===== config.mk =====
export PLATFORM = sky130hd
export DESIGN_NAME = text_screen_paginator_flat
export DESIGN_NICKNAME = d
export VERILOG_FILES = /design/src/rtl/tsp_pkg.sv /design/src/rtl/tsp_in_if.sv /design/src/rtl/tsp_out_if.sv /design/src/rtl/tsp_core.sv /design/src/rtl/tsp_result_fifo.sv /design/src/rtl/text_screen_paginator.sv /design/src/flat_wrapper.sv
export SDC_FILE = /design/constraint.sdc
export NUM_CORES = 1
export LEC_CHECK = 0
export ABC_AREA = 1
export BUFFER_PORTS_ARGS = -buffer_cell sky130_fd_sc_hd__clkbuf_2
export CELL_PAD_IN_SITES_DETAIL_PLACEMENT = 0
export CELL_PAD_IN_SITES_GLOBAL_PLACEMENT = 1
export CORE_MARGIN = 1.5
export CORE_UTILIZATION = 50
export DETAILED_ROUTE_END_ITERATION = 8
export HOLD_SLACK_MARGIN = 0.08
export PLACE_DENSITY = 0.94
export SYNTH_ARGS = -nofsm -noshare
export SYNTH_HDL_FRONTEND = slang
export SYNTH_SLANG_ARGS = --single-unit
export TNS_END_PERCENT = 1

===== constraint.sdc =====
create_clock -name clk_i -period 15.36 [get_ports clk_i]
set_input_delay 0.768 -clock clk_i [delete_from_list [all_inputs] [get_ports clk_i]]
set_output_delay 0.768 -clock clk_i [all_outputs]
set_load 0.02 [all_outputs]

===== src/rtl/tsp_pkg.sv =====
`timescale 1ns / 1ps
// ----------------------------------------------------------------------------
// Text screen paginator package
// Shared types, field widths, character codes and defaults.
// ----------------------------------------------------------------------------
package tsp_pkg;

  localparam int unsigned TEXT_BYTE_W   = 8;
  localparam int unsigned PAGE_INDEX_W  = 24;
  localparam int unsigned BYTE_OFFSET_W = 32;
  localparam int unsigned PAGE_WIDTH_W  = 16;
  localparam int unsigned SCREEN_LINES_W = 8;

  localparam int unsigned DEF_OFFSET_BITS = 32;
  localparam int unsigned DEF_COLUMN_BITS = 16;
  localparam int unsigned DEF_PAGE_BITS   = 24;

  localparam int unsigned APB_DATA_W = 32;
  localparam int unsigned APB_ADDR_W = 3;

  localparam logic REG_SCREEN_LINES = 1'b0;

  localparam logic [SCREEN_LINES_W-1:0] SCREEN_LINES_RESET = 8'd24;
  localparam logic [SCREEN_LINES_W-1:0] FIRST_TEXT_ROW     = 8'd2;

  localparam int unsigned TAB_STEP  = 8;
  localparam int unsigned TAB_SHIFT = $clog2(TAB_STEP);

  localparam logic [TEXT_BYTE_W-1:0] CHAR_TAB       = 8'h09;
  localparam logic [TEXT_BYTE_W-1:0] CHAR_NEWLINE   = 8'h0A;
  localparam logic [TEXT_BYTE_W-1:0] CHAR_FORM_FEED = 8'h0C;

  localparam int unsigned RESULT_DEPTH = 4;

  typedef enum logic [1:0] {
    KIND_PHYS    = 2'd0,
    KIND_SCREEN  = 2'd1,
    KIND_SUMMARY = 2'd2
  } record_kind_e;

  typedef struct packed {
    record_kind_e               record_kind;
    logic [PAGE_INDEX_W-1:0]    page_index;
    logic [BYTE_OFFSET_W-1:0]   byte_offset;
    logic [PAGE_WIDTH_W-1:0]    page_width;
    logic                       last_of_run;
  } result_t;

  typedef struct packed {
    logic [1:0] count;
    result_t    first;
    result_t    second;
  } push_t;

endpackage


===== src/rtl/tsp_in_if.sv =====
`timescale 1ns / 1ps
// ----------------------------------------------------------------------------
// Text byte channel
// Valid/ready channel that carries one file byte or the end marker.
// ----------------------------------------------------------------------------
interface tsp_in_if;
  logic                               valid;
  logic                               ready;
  logic [tsp_pkg::TEXT_BYTE_W-1:0]    text_byte;
  logic                               end_of_file;

  modport source (output valid, output text_byte, output end_of_file, input ready);
  modport sink   (input valid, input text_byte, input end_of_file, output ready);
endinterface


===== src/rtl/tsp_out_if.sv =====
`timescale 1ns / 1ps
// ----------------------------------------------------------------------------
// Page record channel
// Valid/ready channel that carries one page start or summary record.
// ----------------------------------------------------------------------------
interface tsp_out_if;
  logic                               valid;
  logic                               ready;
  tsp_pkg::record_kind_e              record_kind;
  logic [tsp_pkg::PAGE_INDEX_W-1:0]   page_index;
  logic [tsp_pkg::BYTE_OFFSET_W-1:0]  byte_offset;
  logic [tsp_pkg::PAGE_WIDTH_W-1:0]   page_width;
  logic                               last_of_run;

  modport source (output valid, output record_kind, output page_index, output byte_offset,
                  output page_width, output last_of_run, input ready);
  modport sink   (input valid, input record_kind, input page_index, input byte_offset,
                  input page_width, input last_of_run, output ready);
endinterface


===== src/rtl/tsp_core.sv =====
`timescale 1ns / 1ps
// ----------------------------------------------------------------------------
// Paginator core
// Input register, counter state and the per-byte update that builds records.
// ----------------------------------------------------------------------------
module tsp_core #(
  parameter int unsigned OFFSET_BITS = tsp_pkg::DEF_OFFSET_BITS,
  parameter int unsigned COLUMN_BITS = tsp_pkg::DEF_COLUMN_BITS,
  parameter int unsigned PAGE_BITS   = tsp_pkg::DEF_PAGE_BITS
) (
  input  logic                                  clk_i,
  input  logic                                  rst_ni,
  tsp_in_if.sink                                text_i,
  input  logic [tsp_pkg::SCREEN_LINES_W-1:0]    screen_lines_i,
  input  logic                                  space_ok_i,
  output tsp_pkg::push_t                        push_o
);
  import tsp_pkg::*;

  logic                       in_valid_q;
  logic [TEXT_BYTE_W-1:0]     in_byte_q;
  logic                       in_eof_q;
  logic                       fire;

  logic [COLUMN_BITS-1:0]     column_q, column_d;
  logic [SCREEN_LINES_W-1:0]  row_q, row_d;
  logic [PAGE_BITS-1:0]       screen_page_q, screen_page_d;
  logic [PAGE_BITS-1:0]       phys_next_q, phys_next_d;
  logic [COLUMN_BITS-1:0]     max_width_q, max_width_d;
  logic [OFFSET_BITS-1:0]     byte_count_q, byte_count_d;
  logic [OFFSET_BITS-1:0]     last_phys_q, last_phys_d;

  logic [OFFSET_BITS-1:0]     count_inc;
  logic [PAGE_BITS-1:0]       phys_inc;
  logic [PAGE_BITS-1:0]       page_inc;
  logic [COLUMN_BITS:0]       tab_sum;
  logic [COLUMN_BITS-1:0]     tab_column;
  logic [COLUMN_BITS-1:0]     column_inc;
  logic [SCREEN_LINES_W:0]    row_inc;
  logic                       is_tab;
  logic                       is_newline;
  logic                       is_form_feed;
  logic                       screen_break;
  logic                       has_phys;
  logic                       has_second;
  result_t                    phys_rec;
  result_t                    second_rec;

  assign fire = in_valid_q && space_ok_i;
  assign text_i.ready = !in_valid_q || space_ok_i;

  always_ff @(posedge clk_i or negedge rst_ni) begin
    if (!rst_ni) begin
      in_valid_q <= 1'b0;
    end else if (text_i.ready) begin
      in_valid_q <= text_i.valid;
    end
  end

  always_ff @(posedge clk_i) begin
    if (text_i.ready && text_i.valid) begin
      in_byte_q <= text_i.text_byte;
      in_eof_q  <= text_i.end_of_file;
    end
  end

  assign count_inc  = (byte_count_q == '1) ? byte_count_q : byte_count_q + 1'b1;
  assign phys_inc   = (phys_next_q == '1) ? phys_next_q : phys_next_q + 1'b1;
  assign page_inc   = (screen_page_q == '1) ? screen_page_q : screen_page_q + 1'b1;
  assign column_inc = (column_q == '1) ? column_q : column_q + 1'b1;
  assign tab_sum    = {1'b0, column_q} + (COLUMN_BITS + 1)'(TAB_STEP);
  assign tab_column = tab_sum[COLUMN_BITS] ? '1
                    : {tab_sum[COLUMN_BITS-1:TAB_SHIFT], TAB_SHIFT'(0)};
  assign row_inc    = {1'b0, row_q} + (SCREEN_LINES_W + 1)'(1);

  assign is_tab       = (in_byte_q == CHAR_TAB);
  assign is_newline   = (in_byte_q == CHAR_NEWLINE);
  assign is_form_feed = (in_byte_q == CHAR_FORM_FEED);

  always_comb begin
    column_d      = column_q;
    row_d         = row_q;
    screen_page_d = screen_page_q;
    phys_next_d   = phys_next_q;
    max_width_d   = max_width_q;
    byte_count_d  = byte_count_q;
    last_phys_d   = last_phys_q;
    screen_break  = 1'b0;
    has_phys      = 1'b0;
    has_second    = 1'b0;

    phys_rec.record_kind   = KIND_PHYS;
    phys_rec.page_index    = PAGE_INDEX_W'(phys_next_q);
    phys_rec.byte_offset   = BYTE_OFFSET_W'(byte_count_q);
    phys_rec.page_width    = PAGE_WIDTH_W'(max_width_q);
    phys_rec.last_of_run   = 1'b0;
    second_rec.record_kind = KIND_SUMMARY;
    second_rec.page_index  = PAGE_INDEX_W'(screen_page_q);
    second_rec.byte_offset = BYTE_OFFSET_W'(byte_count_q);
    second_rec.page_width  = PAGE_WIDTH_W'(max_width_q);
    second_rec.last_of_run = 1'b1;

    if (fire) begin
      if (in_eof_q) begin
        has_second = 1'b1;
        if (byte_count_q > last_phys_q) begin
          has_phys    = 1'b1;
          phys_next_d = phys_inc;
          last_phys_d = byte_count_q;
        end
      end else begin
        byte_count_d = count_inc;
        if (is_tab) begin
          column_d = tab_column;
        end else if (is_newline || is_form_feed) begin
          if (column_q > max_width_q) begin
            max_width_d = column_q;
          end
          column_d     = '0;
          screen_break = is_form_feed || (row_inc >= {1'b0, screen_lines_i});
          row_d        = screen_break ? FIRST_TEXT_ROW : row_inc[SCREEN_LINES_W-1:0];
          if (screen_break) begin
            screen_page_d = page_inc;
          end
          if (is_form_feed) begin
            has_phys    = 1'b1;
            phys_next_d = phys_inc;
            last_phys_d = count_inc;
          end
          has_second = screen_break;

          phys_rec.byte_offset   = BYTE_OFFSET_W'(count_inc);
          phys_rec.page_width    = PAGE_WIDTH_W'(max_width_d);
          phys_rec.last_of_run   = !screen_break;
          second_rec.record_kind = KIND_SCREEN;
          second_rec.page_index  = PAGE_INDEX_W'(screen_page_d);
          second_rec.byte_offset = BYTE_OFFSET_W'(count_inc);
          second_rec.page_width  = PAGE_WIDTH_W'(max_width_d);
        end else begin
          column_d = column_inc;
        end
      end
    end
  end

  always_ff @(posedge clk_i or negedge rst_ni) begin
    if (!rst_ni) begin
      column_q      <= '0;
      row_q         <= FIRST_TEXT_ROW;
      screen_page_q <= '0;
      phys_next_q   <= PAGE_BITS'(1);
      max_width_q   <= '0;
      byte_count_q  <= '0;
      last_phys_q   <= '0;
    end else begin
      column_q      <= column_d;
      row_q         <= row_d;
      screen_page_q <= screen_page_d;
      phys_next_q   <= phys_next_d;
      max_width_q   <= max_width_d;
      byte_count_q  <= byte_count_d;
      last_phys_q   <= last_phys_d;
    end
  end

  assign push_o.count  = {has_phys && has_second, has_phys ^ has_second};
  assign push_o.first  = has_phys ? phys_rec : second_rec;
  assign push_o.second = second_rec;

endmodule


===== src/rtl/tsp_result_fifo.sv =====
`timescale 1ns / 1ps
// ----------------------------------------------------------------------------
// Paginator result queue
// Small register queue that takes up to two records a cycle and sends one.
// ----------------------------------------------------------------------------
module tsp_result_fifo (
  input  logic             clk_i,
  input  logic             rst_ni,
  input  tsp_pkg::push_t   push_i,
  output logic             space_ok_o,
  tsp_out_if.source        record_o
);
  import tsp_pkg::*;

  localparam int unsigned PTR_W = $clog2(RESULT_DEPTH);
  localparam int unsigned CNT_W = $clog2(RESULT_DEPTH + 1);

  result_t            entries_q [RESULT_DEPTH];
  logic [PTR_W-1:0]   rd_ptr_q, rd_ptr_d;
  logic [PTR_W-1:0]   wr_ptr_q, wr_ptr_d;
  logic [CNT_W-1:0]   count_q, count_d;
  logic               pop;
  result_t            head;

  assign head       = entries_q[rd_ptr_q];
  assign pop        = record_o.valid && record_o.ready;
  assign space_ok_o = (count_q - CNT_W'(pop)) <= CNT_W'(RESULT_DEPTH - 2);

  assign record_o.valid       = (count_q != '0);
  assign record_o.record_kind = head.record_kind;
  assign record_o.page_index  = head.page_index;
  assign record_o.byte_offset = head.byte_offset;
  assign record_o.page_width  = head.page_width;
  assign record_o.last_of_run = head.last_of_run;

  assign rd_ptr_d = rd_ptr_q + PTR_W'(pop);
  assign wr_ptr_d = wr_ptr_q + PTR_W'(push_i.count);
  assign count_d  = count_q + CNT_W'(push_i.count) - CNT_W'(pop);

  always_ff @(posedge clk_i or negedge rst_ni) begin
    if (!rst_ni) begin
      rd_ptr_q <= '0;
      wr_ptr_q <= '0;
      count_q  <= '0;
    end else begin
      rd_ptr_q <= rd_ptr_d;
      wr_ptr_q <= wr_ptr_d;
      count_q  <= count_d;
    end
  end

  always_ff @(posedge clk_i) begin
    if (push_i.count != 2'd0) begin
      entries_q[wr_ptr_q] <= push_i.first;
    end
    if (push_i.count == 2'd2) begin
      entries_q[wr_ptr_q + PTR_W'(1)] <= push_i.second;
    end
  end

endmodule


===== src/rtl/text_screen_paginator.sv =====
`timescale 1ns / 1ps
// ----------------------------------------------------------------------------
// Text screen paginator
// Splits a byte stream into screen pages and physical pages and reports each
// page start, then a summary at end of file.
// ----------------------------------------------------------------------------
//  Port      Role    Handshake           Carries
//  text_i    sink    valid/ready         text_byte, end_of_file
//  record_o  source  valid/ready         record_kind, page_index, byte_offset,
//                                        page_width, last_of_run
//  APB       slave   psel/penable/pready screen_lines at byte address 0
//
//  A request is taken into the input register and processed from there.
//  A request yields zero, one or two records; one request per cycle is taken
//  while the four-entry record queue has room for two more records.
//  Requests with two records (form feed, end of file after new data) can hold
//  the input when the output drains one record per cycle.
//  Reset initialises all counters and sets screen_lines to 24; no clearing pass.
// ----------------------------------------------------------------------------
module text_screen_paginator #(
  parameter int unsigned OFFSET_BITS = tsp_pkg::DEF_OFFSET_BITS,
  parameter int unsigned COLUMN_BITS = tsp_pkg::DEF_COLUMN_BITS,
  parameter int unsigned PAGE_BITS   = tsp_pkg::DEF_PAGE_BITS
) (
  input  logic                              clk_i,
  input  logic                              rst_ni,
  tsp_in_if.sink                            text_i,
  tsp_out_if.source                         record_o,
  input  logic                              psel,
  input  logic                              penable,
  input  logic                              pwrite,
  input  logic [tsp_pkg::APB_ADDR_W-1:0]    paddr,
  input  logic [tsp_pkg::APB_DATA_W-1:0]    pwdata,
  output logic [tsp_pkg::APB_DATA_W-1:0]    prdata,
  output logic                              pready
);
  import tsp_pkg::*;

  logic [SCREEN_LINES_W-1:0]  screen_lines_q;
  logic                       reg_hit;
  logic                       space_ok;
  push_t                      push;

  assign pready  = 1'b1;
  assign reg_hit = (paddr[APB_ADDR_W-1] == REG_SCREEN_LINES);
  assign prdata  = reg_hit ? APB_DATA_W'(screen_lines_q) : '0;

  always_ff @(posedge clk_i or negedge rst_ni) begin
    if (!rst_ni) begin
      screen_lines_q <= SCREEN_LINES_RESET;
    end else if (psel && penable && pwrite && reg_hit) begin
      screen_lines_q <= pwdata[SCREEN_LINES_W-1:0];
    end
  end

  tsp_core #(
    .OFFSET_BITS (OFFSET_BITS),
    .COLUMN_BITS (COLUMN_BITS),
    .PAGE_BITS   (PAGE_BITS)
  ) u_core (
    .clk_i          (clk_i),
    .rst_ni         (rst_ni),
    .text_i         (text_i),
    .screen_lines_i (screen_lines_q),
    .space_ok_i     (space_ok),
    .push_o         (push)
  );

  tsp_result_fifo u_fifo (
    .clk_i      (clk_i),
    .rst_ni     (rst_ni),
    .push_i     (push),
    .space_ok_o (space_ok),
    .record_o   (record_o)
  );

endmodule


===== src/flat_wrapper.sv =====
// flat-port wrapper written by rule: the top's interface ports become plain ports
module text_screen_paginator_flat import tsp_pkg::*;
#(
  parameter int unsigned OFFSET_BITS = tsp_pkg::DEF_OFFSET_BITS,
  parameter int unsigned COLUMN_BITS = tsp_pkg::DEF_COLUMN_BITS,
  parameter int unsigned PAGE_BITS   = tsp_pkg::DEF_PAGE_BITS
)
  (clk_i, rst_ni, psel, penable, pwrite, paddr, pwdata, prdata, pready, text_i_valid, text_i_text_byte, text_i_end_of_file, text_i_ready, record_o_valid, record_o_record_kind, record_o_page_index, record_o_byte_offset, record_o_page_width, record_o_last_of_run, record_o_ready);
  tsp_in_if text_i_i ();
  tsp_out_if record_o_i ();
  input  logic clk_i;
  input  logic rst_ni;
  input  logic psel;
  input  logic penable;
  input  logic pwrite;
  input  logic [tsp_pkg::APB_ADDR_W-1:0] paddr;
  input  logic [tsp_pkg::APB_DATA_W-1:0] pwdata;
  output logic [tsp_pkg::APB_DATA_W-1:0] prdata;
  output logic pready;
  input wire logic [$bits(text_i_i.valid)-1:0] text_i_valid;
  input wire logic [$bits(text_i_i.text_byte)-1:0] text_i_text_byte;
  input wire logic [$bits(text_i_i.end_of_file)-1:0] text_i_end_of_file;
  output wire logic [$bits(text_i_i.ready)-1:0] text_i_ready;
  output wire logic [$bits(record_o_i.valid)-1:0] record_o_valid;
  output wire logic [$bits(record_o_i.record_kind)-1:0] record_o_record_kind;
  output wire logic [$bits(record_o_i.page_index)-1:0] record_o_page_index;
  output wire logic [$bits(record_o_i.byte_offset)-1:0] record_o_byte_offset;
  output wire logic [$bits(record_o_i.page_width)-1:0] record_o_page_width;
  output wire logic [$bits(record_o_i.last_of_run)-1:0] record_o_last_of_run;
  input wire logic [$bits(record_o_i.ready)-1:0] record_o_ready;
  assign text_i_i.valid = text_i_valid;
  assign text_i_i.text_byte = text_i_text_byte;
  assign text_i_i.end_of_file = text_i_end_of_file;
  assign text_i_ready = text_i_i.ready;
  assign record_o_valid = record_o_i.valid;
  assign record_o_record_kind = record_o_i.record_kind;
  assign record_o_page_index = record_o_i.page_index;
  assign record_o_byte_offset = record_o_i.byte_offset;
  assign record_o_page_width = record_o_i.page_width;
  assign record_o_last_of_run = record_o_i.last_of_run;
  assign record_o_i.ready = record_o_ready;
  text_screen_paginator #(.OFFSET_BITS(OFFSET_BITS), .COLUMN_BITS(COLUMN_BITS), .PAGE_BITS(PAGE_BITS)) u_core (.clk_i(clk_i), .rst_ni(rst_ni), .text_i(text_i_i), .record_o(record_o_i), .psel(psel), .penable(penable), .pwrite(pwrite), .paddr(paddr), .pwdata(pwdata), .prdata(prdata), .pready(pready));
endmodule

==> impl_metrics.csv <==
group,metric,value,unit
cells_and_area,final_nets,3263,
timing,hold_viol_final,0,
timing,hold_ws,0.117,ns
detailed_routing,via_per_inst,5.69,
clocking,cts_root_buf,"clkbuf_16",
clocking,cts_setup_buffers,0,
clocking,cts_buffers,51,
synthesis,ys_seq_elements,477,
synthesis,ys.flop_type,"edfxtp_1",
global_routing,grt_remaining_overflow,0,
global_routing,antenna_found_initial,0,
critical_path,cp-end-kind,"flop",
critical_path,critPathKind,"reg -> reg",
synthesis,ys.warnings.count,0,
global_routing,grt_usage,27.1,%
timing,tns,0,ns
cells_and_area,drive_above_1_share,9.11,%
placed_design,placed_area,26700,um^2
timing,setup-violations-final,0,
timing,clock_skew,0.0217,ns
detailed_routing,wl,72.2,mm
detailed_routing,drt_first_iter_violations,2187,
die,start_util,51.0,%
pwr,p_leak,12.1,nW
detailed_routing,vias,21900,
cells_and_area,seq_area,13500,um^2
global_routing,grt_max_degree,95,
critical_path,critPathMaxFanout,67,
global_routing,met1_usage,38.5,%
synthesis,yosys.area_share.simple,25.7,%
pwr,p_per_area,187,nW/um^2
synthesis,ys_types,58,
cells_and_area,multi_input_area,10500,um^2
synthesis,synth_compound_area_share,9.74,%
synthesis,yosysMostFrequentCell,"nand2_1",
placed_design,gp_congestion,0.931,
die,coreArea,50500,um^2
timing,min_period,6.29,ns
critical_path,r2r_cells,20,
detailed_routing,routedWlPerCell,18.7,um
die,fp.dieH,230,um
placed_design,portBuffers,109,
detailed_routing,drc_errors,0,
timing,maxSlewHeadroom,29.2,%
timing,fmax,159,MHz
clocking,clk_latency,0.60,ns
global_routing,use_met2,43.3,%
pwr,ir_drop,0.0997,mV
clocking,ctsHoldBuffers,0,
clocking,cts_tree,"built",
critical_path,crit_slowest_cell,"clkinv_2",
critical_path,crit_top_cell,"buf_4",
clocking,clockBufferDepth,3,
cells_and_area,antenna_cells,0,
cells_and_area,fill_cells,4494,
die,core.rowCount,82,
pwr,power.total,5.32,mW
critical_path,required,15.68,ns
clocking,clock-sinks,477,
global_routing,grt_pass1_vias,20900,
cells_and_area,area_delta_synth_final,10.5,%
synthesis,synth_top_area_share,35.6,%
clocking,h-tree-depth,2,
global_routing,grt_pass1_wl,113,mm
worst_hold_path,min_path_type,"in -> async",
synthesis,synth.avg_cell_area,8.34,um^2
outcome,outcome,"complete, no violations",
synthesis,syn_inst,3089,
synthesis,synth-xor-area-share,1.29,%
synthesis,synth_area_leaders,"edfxtp_1, dfrtp_1, nand2_1, nor2_1, o21ai_0",
critical_path,critPathLaunchType,"flop",
detailed_routing,ant_nets,0,
synthesis,synth_mux_area_share,0,%
global_routing,use_met3,4.44,%
synthesis,synth_common_cells,"nand2_1, nor2_1, edfxtp_1",
die,die_w,230,um
synthesis,ys_seq_area_share,52.2,%
timing,worst_pin_slew,1.06,ns
synthesis,synth_fa_ha_area_share,3.48,%
die,ios,161,
die,die_area,52900,um^2
synthesis,synth_top_family_by_area,"simple AND/OR/NAND/NOR gates",
synthesis,async_flop_share,35.2,%
clocking,postCtsResizedCells,0,
synthesis,synth_largest_area_cell,"edfxtp_1",
global_routing,grt-busiest-layer,"met2",
timing,slew_violations,0,
synthesis,netlist_area,25800,um^2
clocking,path_clk_slew,0.06,ns
timing,rsz0062_at_grt,"false",
critical_path,cpPeakStageDelay,0.77,ns
cells_and_area,finalInstanceArea,28500,um^2
critical_path,critical_path.cell_chain,"inv_1, nand3_1, and2_1, ha_1, ha_1, o2111ai_4, nor2_4, buf_4, nand2_1, a21boi_4, buf_4, ha_1, nor3_2, buf_4, nor2_4, buf_4, clkinv_2, buf_4, o21ai_0, nor2_1",
critical_path,worstPathArrival,6.62,ns
flow_run,maxCapViolCount,0,
synthesis,synth_edf_count,305,
detailed_routing,drtPass1Iterations,8,
placed_design,post-dp-hpwl,46.1,mm
timing,min_period_over_period,41.0,%
cell type report:
cell class / instances / share of cell area [%]
sequential: 477 / 47.3
tap: 672 / 2.96
inverter: 309 / 4.09
timing repair buffer: 138 / 2.70
clock inverter: 26 / 0.972
multi-input combinational: 2164 / 36.9
clock buffer: 69 / 5.05
logic make-up (layout without fill, tap and decap cells):
kind of cell | Yosys count | after routing
AOI/OAI and AO/OA | 455 | 455
xor gates and xnor gates | 38 | 38
adders and majority gates | 71 | 71
buffers and inverters | 471 | 542
DFF | 477 | 477
other | 2 | 25
and+or+nand+nor | 1575 | 1575
flip-flops by register name (all words and copies together), names as in the netlist:
| name | flops |
|---|---|
| u_core.u_core.column_q | 16 |
| u_core.u_core.byte_count_q | 32 |
| u_core.u_core.in_eof_q | 1 |
| u_core.u_fifo.entries_q | 300 |
| u_core.u_fifo.wr_ptr_q | 2 |
| u_core.screen_lines_q | 8 |
| u_core.u_core.phys_next_q | 24 |
| u_core.u_core.screen_page_q | 24 |
| u_core.u_core.row_q | 8 |
| u_core.u_fifo.rd_ptr_q | 2 |
| u_core.u_fifo.count_q | 3 |
| u_core.u_core.in_byte_q | 8 |
| u_core.u_core.last_phys_q | 32 |
| u_core.u_core.in_valid_q | 1 |
| u_core.u_core.max_width_q | 16 |
path summary, 6_finish.rpt:
check	start	end	slack, ns
worst max-delay path	u_core.u_fifo.count_q[1]$_DFF_PN0_	u_core.u_fifo.entries_q[3][74]$_DFFE_PP_	9.07
worst min-delay path	rst_ni	u_core.u_core.max_width_q[0]$_DFFE_PN0P_	0.12
worst max register to register	u_core.u_fifo.count_q[1]$_DFF_PN0_	u_core.u_fifo.entries_q[3][74]$_DFFE_PP_	9.07
worst min register to register	u_core.u_fifo.entries_q[2][0]$_SDFFE_PP1P_	u_core.u_fifo.entries_q[2][0]$_SDFFE_PP1P_	0.49
max in group asynchronous	rst_ni	u_core.u_core.phys_next_q[17]$_DFFE_PN0P_	13.92
min in group clk_i	text_i_text_byte[3]	u_core.u_core.in_byte_q[3]$_DFFE_PP_	0.35
layout by cell type (no fill, tap or decap), types with 18 or more instances in the layout:
cell and n:
xor2_1 36, a21oi_1 52, clkbuf_16 53, o21ai_0 272, inv_1 288, ha_1 70, clkbuf_2 108, dfrtp_1 162
nand2_1 698, nor3_1 34, inv_2 18, conb_1 25, nand4_1 43, nand3_1 253, o22ai_1 81, edfxtp_1 305
nor2_1 482, buf_4 29
per-stage QoR:
| stage | instances | worst slack [ns] | util (%) |
|---|---|---|---|
| finish | 3855 | 9.07 | 56.4 |
| global route | 3855 | 8.77 | 56.4 |
| CTS | 3855 | 9.10 | 56.4 |
| detailed placement | 3760 | 8.85 | 53.0 |
| global placement | 3760 | 8.93 | 53.0 |
| floorplan | 3112 | 9.77 | - |
critical path: cells and delay by family (launching register included):
| family | cells | cell delay [ns] |
|---|---|---|
| and+or+nand+nor | 7 | 0.79 |
| adders and majority gates | 3 | 0.92 |
| DFF | 1 | 0.36 |
| AOI/OAI and AO/OA | 3 | 0.74 |
| buffers and inverters | 7 | 3.13 |
layer usage:
| metal | up-vias | routed length [um] |
|---|---|---|
| li1 | 10400 | - |
| met1 | 10500 | 31100 |
| met2 | 979 | 33000 |
| met3 | 129 | 6590 |
| met4 | 0 | 1540 |
| met5 | - | 0 |
report_power, final:
group | total (mW) | switching (mW) | internal (mW)
combinational | 2.15 | 1.57 | 0.579
clock | 1.26 | 0.508 | 0.753
sequential | 1.91 | 0.183 | 1.73
Note: power is estimated with default switching activity, not from simulation.
